**config.mk**
```make
export PLATFORM = sky130hd
export DESIGN_NAME = session_id_table
export DESIGN_NICKNAME = d
export VERILOG_FILES = /design/src/sit_pkg.sv /design/src/session_id_table.sv
export VERILOG_INCLUDE_DIRS = /design/src /design/src/src
export SDC_FILE = /design/constraint.sdc
export NUM_CORES = 1
export LEC_CHECK = 0
export ABC_CLOCK_PERIOD_IN_PS = 5300
export BUFFER_PORTS_ARGS = -buffer_cell sky130_fd_sc_hd__buf_2
export CAP_MARGIN = 20
export CORE_MARGIN = 5
export CORE_UTILIZATION = 43
export CTS_BUF_LIST = sky130_fd_sc_hd__clkbuf_16
export DETAILED_ROUTE_END_ITERATION = 12
export PLACE_DENSITY = 0.58
export SLEW_MARGIN = 20
export SYNTH_ARGS = -nofsm -noshare
export SYNTH_HDL_FRONTEND = slang
export SYNTH_SLANG_ARGS = --single-unit
```
**constraint.sdc**
```tcl
create_clock -name clk -period 5.3 [get_ports clk]
set_input_delay 1.06 -clock clk [delete_from_list [all_inputs] [get_ports clk]]
set_output_delay 1.06 -clock clk [all_outputs]
set_load 0.03 [all_outputs]
```
**src/session_id_table_macros.svh**
```systemverilog
// ----------------------------------------------------------------------------
// session_id_table_macros.svh
// Assertion macros shared by the session identifier table.
// ----------------------------------------------------------------------------
`ifndef SESSION_ID_TABLE_MACROS_SVH
`define SESSION_ID_TABLE_MACROS_SVH

// Same-cycle implication, sampled on clk, off while in reset.
`define SIT_ASSERT_NOW(lbl, ante, cons, msg) \
  lbl: assert property (@(posedge clk) disable iff (!rst_n) (ante) |-> (cons)) \
    else $error(msg);

// Next-cycle implication, sampled on clk, off while in reset.
`define SIT_ASSERT_NEXT(lbl, ante, cons, msg) \
  lbl: assert property (@(posedge clk) disable iff (!rst_n) (ante) |=> (cons)) \
    else $error(msg);

`endif

```
**src/sit_pkg.sv**
```systemverilog
// ----------------------------------------------------------------------------
// sit_pkg
// Sizes, request codes and status codes of the session identifier table.
// ----------------------------------------------------------------------------
package sit_pkg;

  localparam int SESSIONS = 4;
  localparam int SLOT_W   = (SESSIONS > 1) ? $clog2(SESSIONS) : 1;

  localparam int ID_W     = 32;
  localparam int HALF_W   = 16;

  localparam logic [ID_W-1:0]   ID_INVALID = 32'h0000_0000;
  localparam logic [ID_W-1:0]   MASK_FULL  = 32'hFFFF_FFFF;
  localparam logic [ID_W-1:0]   MASK_UPPER = 32'hFFFF_0000;
  localparam logic [ID_W-1:0]   MASK_LOWER = 32'h0000_FFFF;
  localparam logic [HALF_W-1:0] HALF_TOP   = 16'hFFFF;

  // Request codes
  localparam logic [2:0] FN_LOOKUP    = 3'd0;
  localparam logic [2:0] FN_ASSIGN    = 3'd1;
  localparam logic [2:0] FN_FREE      = 3'd2;
  localparam logic [2:0] FN_ALLOC_REQ = 3'd3;
  localparam logic [2:0] FN_ALLOC_RSP = 3'd4;

  // Status codes
  localparam logic [1:0] STAT_OK      = 2'd0;
  localparam logic [1:0] STAT_INVALID = 2'd1;
  localparam logic [1:0] STAT_DUP     = 2'd2;
  localparam logic [1:0] STAT_MISS    = 2'd3;

endpackage

```
**src/session_id_table.sv**
```systemverilog
// ----------------------------------------------------------------------------
// session_id_table
// Small table of session identifiers with a pre-shared-key flag per slot.
// ----------------------------------------------------------------------------
// An item is taken when start is high and busy is low; its single result
// shows on the out_ ports for exactly one cycle, marked by out_valid, and
// must be captured then since the receiver cannot hold it off. One shared
// masked compare unit visits one slot per cycle under a small sequencer, so
// the cost of an item follows the slot scan: an invalid identifier or an
// unused request code is answered without a scan; lookup, free and half
// allocation stop at the first matching slot or after the last one; and
// assign scans once for a duplicate and once more for a free slot. busy
// is high while the scan runs and drops in the cycle the result shows, so
// the next item may be started alongside the strobe. The table clears to
// invalid at reset.
// ----------------------------------------------------------------------------
`include "session_id_table_macros.svh"

module session_id_table (
  input  logic                      clk,
  input  logic                      rst_n,
  input  logic                      start,
  output logic                      busy,
  input  logic [2:0]                in_func,
  input  logic [sit_pkg::ID_W-1:0]  in_session_id,
  input  logic                      in_use_psk,
  output logic                      out_valid,
  output logic [1:0]                out_status,
  output logic [1:0]                out_slot,
  output logic [sit_pkg::HALF_W-1:0] out_half_id,
  output logic                      out_slot_psk
);
  import sit_pkg::*;

  localparam logic [0:0] S_IDLE = 1'b0;
  localparam logic [0:0] S_SCAN = 1'b1;

  localparam logic [SLOT_W-1:0] LAST_IDX = SLOT_W'(SESSIONS - 1);

  // Table storage, cleared at reset
  logic [ID_W-1:0] ids_r   [SESSIONS];
  logic            psk_r   [SESSIONS];
  logic [ID_W-1:0] latest_id_r;

  // Sequencer
  logic [0:0]        state_r, state_nxt;
  logic [SLOT_W-1:0] idx_r, idx_nxt;
  logic              pass_r, pass_nxt;     // second assign pass: free search
  logic [2:0]        func_r, func_nxt;
  logic [ID_W-1:0]   id_r, id_nxt;
  logic              use_psk_r, use_psk_nxt;
  logic [ID_W-1:0]   mask_r, mask_nxt;
  logic [ID_W-1:0]   key_r, key_nxt;

  // Result registers
  logic              valid_r, valid_nxt;
  logic [1:0]        status_r, status_nxt;
  logic [1:0]        slot_r, slot_nxt;
  logic [HALF_W-1:0] half_r, half_nxt;
  logic              spsk_r, spsk_nxt;

  // Table write port
  logic              wr_en;
  logic [ID_W-1:0]   wr_id;
  logic              wr_psk;
  logic              latest_we;

  logic accept;
  logic hit;
  logic at_last;

  assign accept  = start && (state_r == S_IDLE);
  // Shared compare unit: masked slot identifier against the search key
  assign hit     = ((ids_r[idx_r] & mask_r) == key_r);
  assign at_last = (idx_r == LAST_IDX);

  always_comb begin
    state_nxt   = state_r;
    idx_nxt     = idx_r;
    pass_nxt    = pass_r;
    func_nxt    = func_r;
    id_nxt      = id_r;
    use_psk_nxt = use_psk_r;
    mask_nxt    = mask_r;
    key_nxt     = key_r;
    valid_nxt   = 1'b0;
    status_nxt  = status_r;
    slot_nxt    = slot_r;
    half_nxt    = half_r;
    spsk_nxt    = spsk_r;
    wr_en       = 1'b0;
    wr_id       = ID_INVALID;
    wr_psk      = 1'b0;
    latest_we   = 1'b0;

    unique case (state_r)
      S_IDLE: begin
        if (accept) begin
          func_nxt    = in_func;
          id_nxt      = in_session_id;
          use_psk_nxt = in_use_psk;
          idx_nxt     = '0;
          pass_nxt    = 1'b0;
          key_nxt     = ID_INVALID;
          mask_nxt    = MASK_FULL;
          status_nxt  = STAT_MISS;
          slot_nxt    = 2'd0;
          half_nxt    = '0;
          spsk_nxt    = 1'b0;
          case (in_func) inside
            FN_LOOKUP, FN_ASSIGN, FN_FREE: begin
              if (in_session_id == ID_INVALID) begin
                // Invalid identifier: answer at once, touch nothing
                valid_nxt  = 1'b1;
                status_nxt = STAT_INVALID;
              end else begin
                key_nxt   = in_session_id;
                state_nxt = S_SCAN;
              end
            end
            FN_ALLOC_REQ: begin
              mask_nxt  = MASK_UPPER;
              state_nxt = S_SCAN;
            end
            FN_ALLOC_RSP: begin
              mask_nxt  = MASK_LOWER;
              state_nxt = S_SCAN;
            end
            default: begin
              // Unused request code: report a miss
              valid_nxt = 1'b1;
            end
          endcase
        end
      end

      S_SCAN: begin
        if (hit) begin
          state_nxt  = S_IDLE;
          valid_nxt  = 1'b1;
          status_nxt = STAT_OK;
          slot_nxt   = 2'(idx_r);
          case (func_r) inside
            FN_LOOKUP: begin
              spsk_nxt = psk_r[idx_r];
            end
            FN_ASSIGN: begin
              if (!pass_r) begin
                // Identifier already present
                status_nxt = STAT_DUP;
                slot_nxt   = 2'd0;
              end else begin
                wr_en     = 1'b1;
                wr_id     = id_r;
                wr_psk    = use_psk_r;
                latest_we = 1'b1;
              end
            end
            FN_FREE: begin
              wr_en = 1'b1;
            end
            default: begin
              half_nxt = HALF_TOP - HALF_W'(idx_r);
            end
          endcase
        end else if (at_last) begin
          if ((func_r == FN_ASSIGN) && !pass_r) begin
            // No duplicate: rescan for the first free slot
            pass_nxt = 1'b1;
            idx_nxt  = '0;
            key_nxt  = ID_INVALID;
          end else begin
            state_nxt = S_IDLE;
            valid_nxt = 1'b1;
          end
        end else begin
          idx_nxt = idx_r + 1'b1;
        end
      end

      default: begin
        state_nxt = S_IDLE;
      end
    endcase
  end

  always_ff @(posedge clk) begin
    if (!rst_n) begin
      state_r     <= S_IDLE;
      valid_r     <= 1'b0;
      latest_id_r <= ID_INVALID;
      for (int i = 0; i < SESSIONS; i++) begin
        ids_r[i] <= ID_INVALID;
        psk_r[i] <= 1'b0;
      end
    end else begin
      state_r <= state_nxt;
      valid_r <= valid_nxt;
      if (wr_en) begin
        ids_r[idx_r] <= wr_id;
        psk_r[idx_r] <= wr_psk;
      end
      if (latest_we) begin
        latest_id_r <= id_r;
      end
    end
  end

  always_ff @(posedge clk) begin
    idx_r     <= idx_nxt;
    pass_r    <= pass_nxt;
    func_r    <= func_nxt;
    id_r      <= id_nxt;
    use_psk_r <= use_psk_nxt;
    mask_r    <= mask_nxt;
    key_r     <= key_nxt;
    status_r  <= status_nxt;
    slot_r    <= slot_nxt;
    half_r    <= half_nxt;
    spsk_r    <= spsk_nxt;
  end

  assign busy         = (state_r != S_IDLE);
  assign out_valid    = valid_r;
  assign out_status   = status_r;
  assign out_slot     = slot_r;
  assign out_half_id  = half_r;
  assign out_slot_psk = spsk_r;

  // Checks
  `SIT_ASSERT_NOW(a_strobe_not_busy, out_valid, !busy, "result shown while scanning")
  `SIT_ASSERT_NEXT(a_accept_progress, accept, busy || out_valid, "accepted item dropped")
  `SIT_ASSERT_NOW(a_fail_clean, out_valid && (out_status != STAT_OK), (out_slot == 2'd0) && (out_half_id == '0) && !out_slot_psk, "failed result carries data")
  `SIT_ASSERT_NOW(a_latest_follows, out_valid && (func_r == FN_ASSIGN) && (out_status == STAT_OK), latest_id_r == id_r, "latest identifier not recorded")
endmodule

```
==> out/metrics.cfg, run 1 <==
[worst_setup_path]
worstRegToRegCells=8
worstSetupPathType=register to register
reg2reg_to=ids_r[2][27]$_SDFFCE_PN0P_
cpPeakStageDelay_ns=0.88
crit_arrival_ns=4.25
cp_slowest_cell=nand2b_2
critical_path.max_fanout=41
critPathRequiredTime_ns=5.43
critPathLaunchType=register
cp_top_family=simple AND/OR/NAND/NOR gates
crit_chain=buf_12 > mux2i_1 > o22ai_1 > xor2_1 > nor4_2 > nand4_4 > nor4_4 > nand2b_2
crit_cells=8
critPathBufInv=1
reg2reg_slack_ns=1.18
end_kind=register

[finish]
num_antenna_cells=0
fin_nets=737
fill_cells=1932
layout_common_cells=edfxtp_1 (210), and3_1 (93), mux2i_1 (70)
syn2layout_area_growth_pct=12.8
drive_gt1_frac=0.185
final_common_cell=edfxtp_1
postLayoutCoreUtil=0.487

[placement]
place_congestion=0.773
dpl.hpwl_um=13900
place.port_buffers=61

[clock_tree]
cts.sinks=217
cts_setup_buffers=0
cts.path.max_buffers=3
cts_root_buf=clkbuf_16
ctsHoldBuffers=0
insertion_delay_ns=0.51
cts-resized-gates=0
clk_pin_slew_worst_paths_ns=0.06
cts_max_level=1
cts-buffers-inserted=24
cts_tree=yes

[drt]
finalWirelength_um=23200
wl_per_cell_um=23.2
drt-pass1-iter-count=5
drc=0
drt-vias-per-instance=5.63
vias=5630
drt_iter0_drc=355
antenna_left=0

[run]
cap_violations=0

[timing]
finalSetupViolCount=0
worstMarginPinSlew_ns=1.08
tns_ns=0
hold_viol=0
fin_crit_sh=0.778
slew_violations=0
post-route-min-period_ns=4.12
fin_skew_ns=0.00989
fmax_mhz=243
slew-limit-headroom=0.283
rsz0062_at_grt=no
whs_ns=0.473

[synth]
synth-seq-cells=217
async_flop_share=0
syn-cell-area_um2=9680
syn_area_per_cell_um2=14.7
synth_nets=700
ys.flop_type=edfxtp_1
yosysSeqAreaShare=0.666
synthCells=660
ys_warn_count=0
yosysUniqueCellTypes=38
synth-edff-count=210

[pwr]
power_mw=4.08
internal_power_mw=3.07
clkPwrFrac=0.395
peakVddDrop_v=0.000163
combPwrFrac=0.099
swShare=0.247
pwr-share-seq=0.505
p_switching_mw=1.01
p_per_area_nw_per_um2=373
leakage_nw=4.37

[worst_hold_path]
hold_class=register to register
hold_path_end=psk_r[2]$_DFF_P_
holdPathStages=2
min_from=psk_r[2]$_DFF_P_

[die]
start_util=0.432
dieArea_um2=25600
pin_count=62
die_h_um=160
core_area_um2=22400
die_x_um=160
placementRows=55

[status]
status=complete, no violations

[global_routing]
grt_pass1_wl_um=35200
grt-ovfl-total=0
grt_pass1_vias=5739
antenna_found_initial=0
grt_max_degree=72
grt_usage=0.178

## logic make-up after synthesis
logic type      after synthesis  share of synthesized area
mux                          71                     0.0747
buf+inv                      65                     0.0350
flops                       217                      0.666
fa+ha+maj                     1                    0.00129
xor+xnor                     32                     0.0289
simple gates                229                      0.165
compound gates               45                     0.0292
## per-layer routing
layer / vias up / routed length [µm] / GRT usage
met5: - / 0 / 0
met4: 0 / 340 / 0.0387
met3: 17 / 1110 / 0.0286
met2: 152 / 11300 / 0.292
met1: 2838 / 10500 / 0.252
li1: 2623 / - / -
## flip-flops by register name, summed over array words and instances, names as in the netlist, named ones only
name,cells
ids_r,128
id_r,32
key_r,32
psk_r,4
func_r,3
out_half_id,3
idx_r,2
mask_r,2
out_slot,2
out_status,2
busy,1
out_slot_psk,1
out_valid,1
pass_r,1
use_psk_r,1
## power groups by stage
stage / logic (mW) / clock network, mW / registers (mW)
after floorplan: 0.306 / 0 / 2.06
after global placement: 0.405 / 0 / 2.10
after detailed placement: 0.408 / 0 / 2.10
after CTS: 0.410 / 1.65 / 2.06
after global routing: 0.436 / 1.72 / 2.07
final: 0.404 / 1.61 / 2.06
## cell usage after synthesis, types with 3 or more instances
cell type / count / area, µm²
xor2_1: 32 / 280
dfxtp_1: 7 / 140
nor2_1: 10 / 37.5
and3_1: 93 / 582
nor4_2: 8 / 100
and4_1: 38 / 333
nor4_1: 9 / 56.3
edfxtp_1: 210 / 6310
nand2_1: 15 / 56.3
clkbuf_1: 26 / 97.6
buf_4: 18 / 135
nand2b_1: 7 / 43.8
a21oi_1: 6 / 30.0
buf_2: 16 / 80.1
and2_1: 33 / 206
o22ai_1: 32 / 200
inv_1: 3 / 11.3
mux2i_1: 70 / 701
## how the worst max path moves through the flow
| stage | slack (ns) | to | startpoint |
|---|---|---|---|
| after global routing | 0.94 | ids_r[2][9]$_SDFFCE_PN0P_ | register |
| final | 1.18 | ids_r[2][27]$_SDFFCE_PN0P_ | register |
| after global placement | 1.23 | ids_r[0][11]$_SDFFCE_PN0P_ | register |
| after CTS | 1.14 | ids_r[0][9]$_SDFFCE_PN0P_ | register |
| after floorplan | 0.59 | key_r[0]$_SDFFCE_PP0P_ | register |
| after detailed placement | 1.17 | ids_r[0][9]$_SDFFCE_PN0P_ | register |
## metrics by stage
step / area (µm²) / worst slack (ns) / instances
finish: 10900 / 1.18 / 1000
global route: 10900 / 0.935 / 1000
CTS: 10900 / 1.14 / 1000
detailed placement: 10200 / 1.17 / 956
global placement: 10200 / 1.23 / 956
floorplan: 9680 / 0.585 / 660
## cell type report
| type | count | area [µm²] | area share |
|---|---|---|---|
| inverter | 4 | 15.0 | 0.00137 |
| sequential | 217 | 6450 | 0.590 |
| clock buffer | 25 | 626 | 0.0573 |
| tap | 285 | 357 | 0.0326 |
| timing repair buffer | 72 | 400 | 0.0367 |
| multi-input combinational | 378 | 2940 | 0.269 |
| clock inverter | 19 | 136 | 0.0125 |
## worst reg2reg max path, stage by stage (launching register included)
cell	delay (ns)
dfxtp_4	0.86
buf_12	0.33
mux2i_1	0.22
o22ai_1	0.11
xor2_1	0.20
nor4_2	0.44
nand4_4	0.31
nor4_4	0.37
nand2b_2	0.88
(Power assumes the default switching activity.)
==> inputs of run 2 (changes only) <==
--- a/config.mk
+++ b/config.mk
@@ -6,7 +6,7 @@
 export SDC_FILE = /design/constraint.sdc
 export NUM_CORES = 1
 export LEC_CHECK = 0
-export ABC_CLOCK_PERIOD_IN_PS = 5300
+export ABC_CLOCK_PERIOD_IN_PS = 4100
 export BUFFER_PORTS_ARGS = -buffer_cell sky130_fd_sc_hd__buf_2
 export CAP_MARGIN = 20
 export CORE_MARGIN = 5
==> constraint.sdc (replaced) <==
create_clock -name clk -period 4.1 [get_ports clk]
set_input_delay 0.82 -clock clk [delete_from_list [all_inputs] [get_ports clk]]
set_output_delay 0.82 -clock clk [all_outputs]
set_load 0.03 [all_outputs]
==> out/metrics.cfg, run 2 (synthesis results as in run 1) <==
[status]
status=complete, no violations  ; unchanged

[worst_setup_path]
worstRegToRegCells=9  ; was 8
end_kind=register  ; unchanged
critPathBufInv=2  ; was 1
cpPeakStageDelay_ns=0.53  ; was 0.88 ns
critPathLaunchType=register  ; unchanged
crit_arrival_ns=3.63  ; was 4.25 ns
critical_path.max_fanout=15  ; was 41
critPathRequiredTime_ns=4.32  ; was 5.43 ns
cp_slowest_cell=dfxtp_4  ; was nand2b_2
cp_top_family=simple AND/OR/NAND/NOR gates  ; unchanged
worstSetupPathType=register to register  ; unchanged
crit_chain=buf_4 > mux2i_1 > o22ai_1 > xor2_1 > nor4_2 > nand4_4 > nor4b_4 > nand2b_2 > buf_12  ; was buf_12 > mux2i_1 > o22ai_1 > xor2_1 > nor4_2 > nand4_4 > nor4_4 > nand2b_2
reg2reg_to=ids_r[0][14]$_SDFFCE_PN0P_  ; was ids_r[2][27]$_SDFFCE_PN0P_
reg2reg_slack_ns=0.69  ; was 1.18 ns

[pwr]
p_per_area_nw_per_um2=470  ; was 373 nW/µm²
p_switching_mw=1.28  ; was 1.01 mW
swShare=0.245  ; was 0.247
leakage_nw=4.41  ; was 4.37 nW
pwr-share-seq=0.505  ; about the same
peakVddDrop_v=0.000243  ; was 0.000163 V
combPwrFrac=0.112  ; was 0.099
clkPwrFrac=0.383  ; was 0.395
internal_power_mw=3.93  ; was 3.07 mW

[timing]
post-route-min-period_ns=3.41  ; was 4.12 ns
fin_skew_ns=0.0154  ; was 0.00989 ns
slew_violations=0  ; unchanged
finalSetupViolCount=0  ; unchanged
fin_crit_sh=0.831  ; was 0.778
rsz0062_at_grt=no  ; unchanged
fmax_mhz=293  ; was 243 MHz
hold_viol=0  ; unchanged
worstMarginPinSlew_ns=0.911  ; was 1.08 ns
tns_ns=0  ; unchanged
slew-limit-headroom=0.393  ; was 0.283

[finish]
num_antenna_cells=0  ; unchanged
layout_common_cells=edfxtp_1 (210), and3_1 (93), mux2i_1 (70)  ; unchanged
largest-register=ids_r  ; unchanged
reg_top3=ids_r (128), id_r (32), key_r (32)  ; unchanged
fin_nets=752  ; was 737
drive_gt1_frac=0.199  ; was 0.185
largest_reg_flops=128  ; unchanged
syn2layout_area_growth_pct=14.2  ; was 12.8%
final_common_cell=edfxtp_1  ; unchanged
final_cells=1014  ; was 1000

[placement]
dpl.hpwl_um=14600  ; was 13900 µm
place_congestion=0.784  ; was 0.773
place.port_buffers=61  ; unchanged
dp.cells=971  ; was 956

[die]
placementRows=55  ; unchanged
dieArea_um2=25600  ; unchanged
start_util=0.432  ; unchanged
core_area_um2=22400  ; unchanged
die_x_um=160  ; unchanged
die_h_um=160  ; unchanged
pin_count=62  ; unchanged

[clock_tree]
cts.path.max_buffers=3  ; unchanged
ctsHoldBuffers=0  ; unchanged
cts.sinks=217  ; unchanged
cts_root_buf=clkbuf_16  ; unchanged
cts_max_level=1  ; unchanged
cts_setup_buffers=0  ; unchanged
cts_tree=yes  ; unchanged
cts-resized-gates=0  ; unchanged
cts-buffers-inserted=24  ; unchanged
clk_pin_slew_worst_paths_ns=0.06  ; about the same
insertion_delay_ns=0.51  ; about the same

[drt]
antenna_left=0  ; unchanged
drc=0  ; unchanged
drt_iter0_drc=488  ; was 355
wl_per_cell_um=22.8  ; was 23.2 µm
finalWirelength_um=23100  ; was 23200 µm
drt-vias-per-instance=5.69  ; was 5.63
drt-pass1-iter-count=4  ; was 5
vias=5765  ; was 5630

[global_routing]
antenna_found_initial=0  ; unchanged
grt_pass1_vias=5874  ; was 5739
grt-ovfl-total=0  ; unchanged
grt_pass1_wl_um=35700  ; was 35200 µm
grt_usage=0.179  ; was 0.178
grt_max_degree=69  ; was 72

[run]
cap_violations=0  ; unchanged

[worst_hold_path]
hold_path_end=psk_r[1]$_DFF_P_  ; was psk_r[2]$_DFF_P_
hold_class=register to register  ; unchanged
min_from=psk_r[1]$_DFF_P_  ; was psk_r[2]$_DFF_P_
holdPathStages=2  ; unchanged

-- run 2: cell types whose count changed in the layout (fill, tap and decap cells not counted) --
cell	previous run	this run
nor3_4	1	0
buf_4	10	20
buf_12	1	6
bufinv_16	2	1
nor3_2	0	1
inv_1	8	3
clkinv_2	7	6
clkinv_1	4	10
-- run 2: area by class of cell --
| cell class | count | area [µm²] |
|---|---|---|
| fill | 1969 | 11400 |
| sequential | 217 | 6450 |
| multi-input combinational | 378 | 2930 |
| clock buffer | 25 | 626 |
| timing repair buffer | 87 | 576 |
| tap | 285 | 357 |
| clock inverter | 18 | 105 |
| inverter | 4 | 15.0 |
-- run 2: layer usage --
| layer | global-route usage | routed length, µm | vias up |
|---|---|---|---|
| met1 | 0.248 | 10100 | 2943 |
| li1 | - | - | 2654 |
| met2 | 0.303 | 11600 | 137 |
| met5 | 0 | 0 | - |
| met3 | 0.0253 | 988 | 31 |
| met4 | 0.0375 | 429 | 0 |
-- run 2: worst max path at each step --
| stage | startpoint | end | cells after the start |
|---|---|---|---|
| after floorplan | register | key_r[0]$_SDFFCE_PP0P_ | 10 |
| after global placement | register | ids_r[0][4]$_SDFFCE_PN0P_ | 9 |
| after detailed placement | register | ids_r[0][4]$_SDFFCE_PN0P_ | 8 |
| after CTS | register | ids_r[0][13]$_SDFFCE_PN0P_ | 8 |
| after global routing | register | ids_r[0][13]$_SDFFCE_PN0P_ | 8 |
| final | register | ids_r[0][14]$_SDFFCE_PN0P_ | 9 |
-- run 2: metrics by stage --
step                setup slack [ns]  power (mW)   util  hold WS (ns)  area [µm²]
global route                   0.415        5.41  0.493         0.476       11100
global placement               0.699        3.25  0.460         0.458       10300
finish                         0.692        5.20  0.493         0.467       11100
floorplan                      0.409        3.05      -         0.438        9690
detailed placement             0.613        3.26  0.460         0.461       10300
CTS                            0.602        5.26  0.493         0.469       11100
-- run 2: power groups by stage --
stage	Clock (mW)	Combinational, mW	Sequential (mW)
after global placement	0	0.583	2.67
after detailed placement	0	0.586	2.68
after global routing	2.14	0.625	2.64
final	1.99	0.581	2.63
after CTS	2.04	0.589	2.63
after floorplan	0	0.396	2.66
-- run 2: worst reg2reg max path, delay by kind of cell (launching register included) --
kind,cells,cell delay [ns]
AOI/OAI and AO/OA,1,0.13
muxes,1,0.23
and+or+nand+nor,4,1.53
xor gates and xnor gates,1,0.21
DFF,1,0.53
buffers and inverters,2,0.49
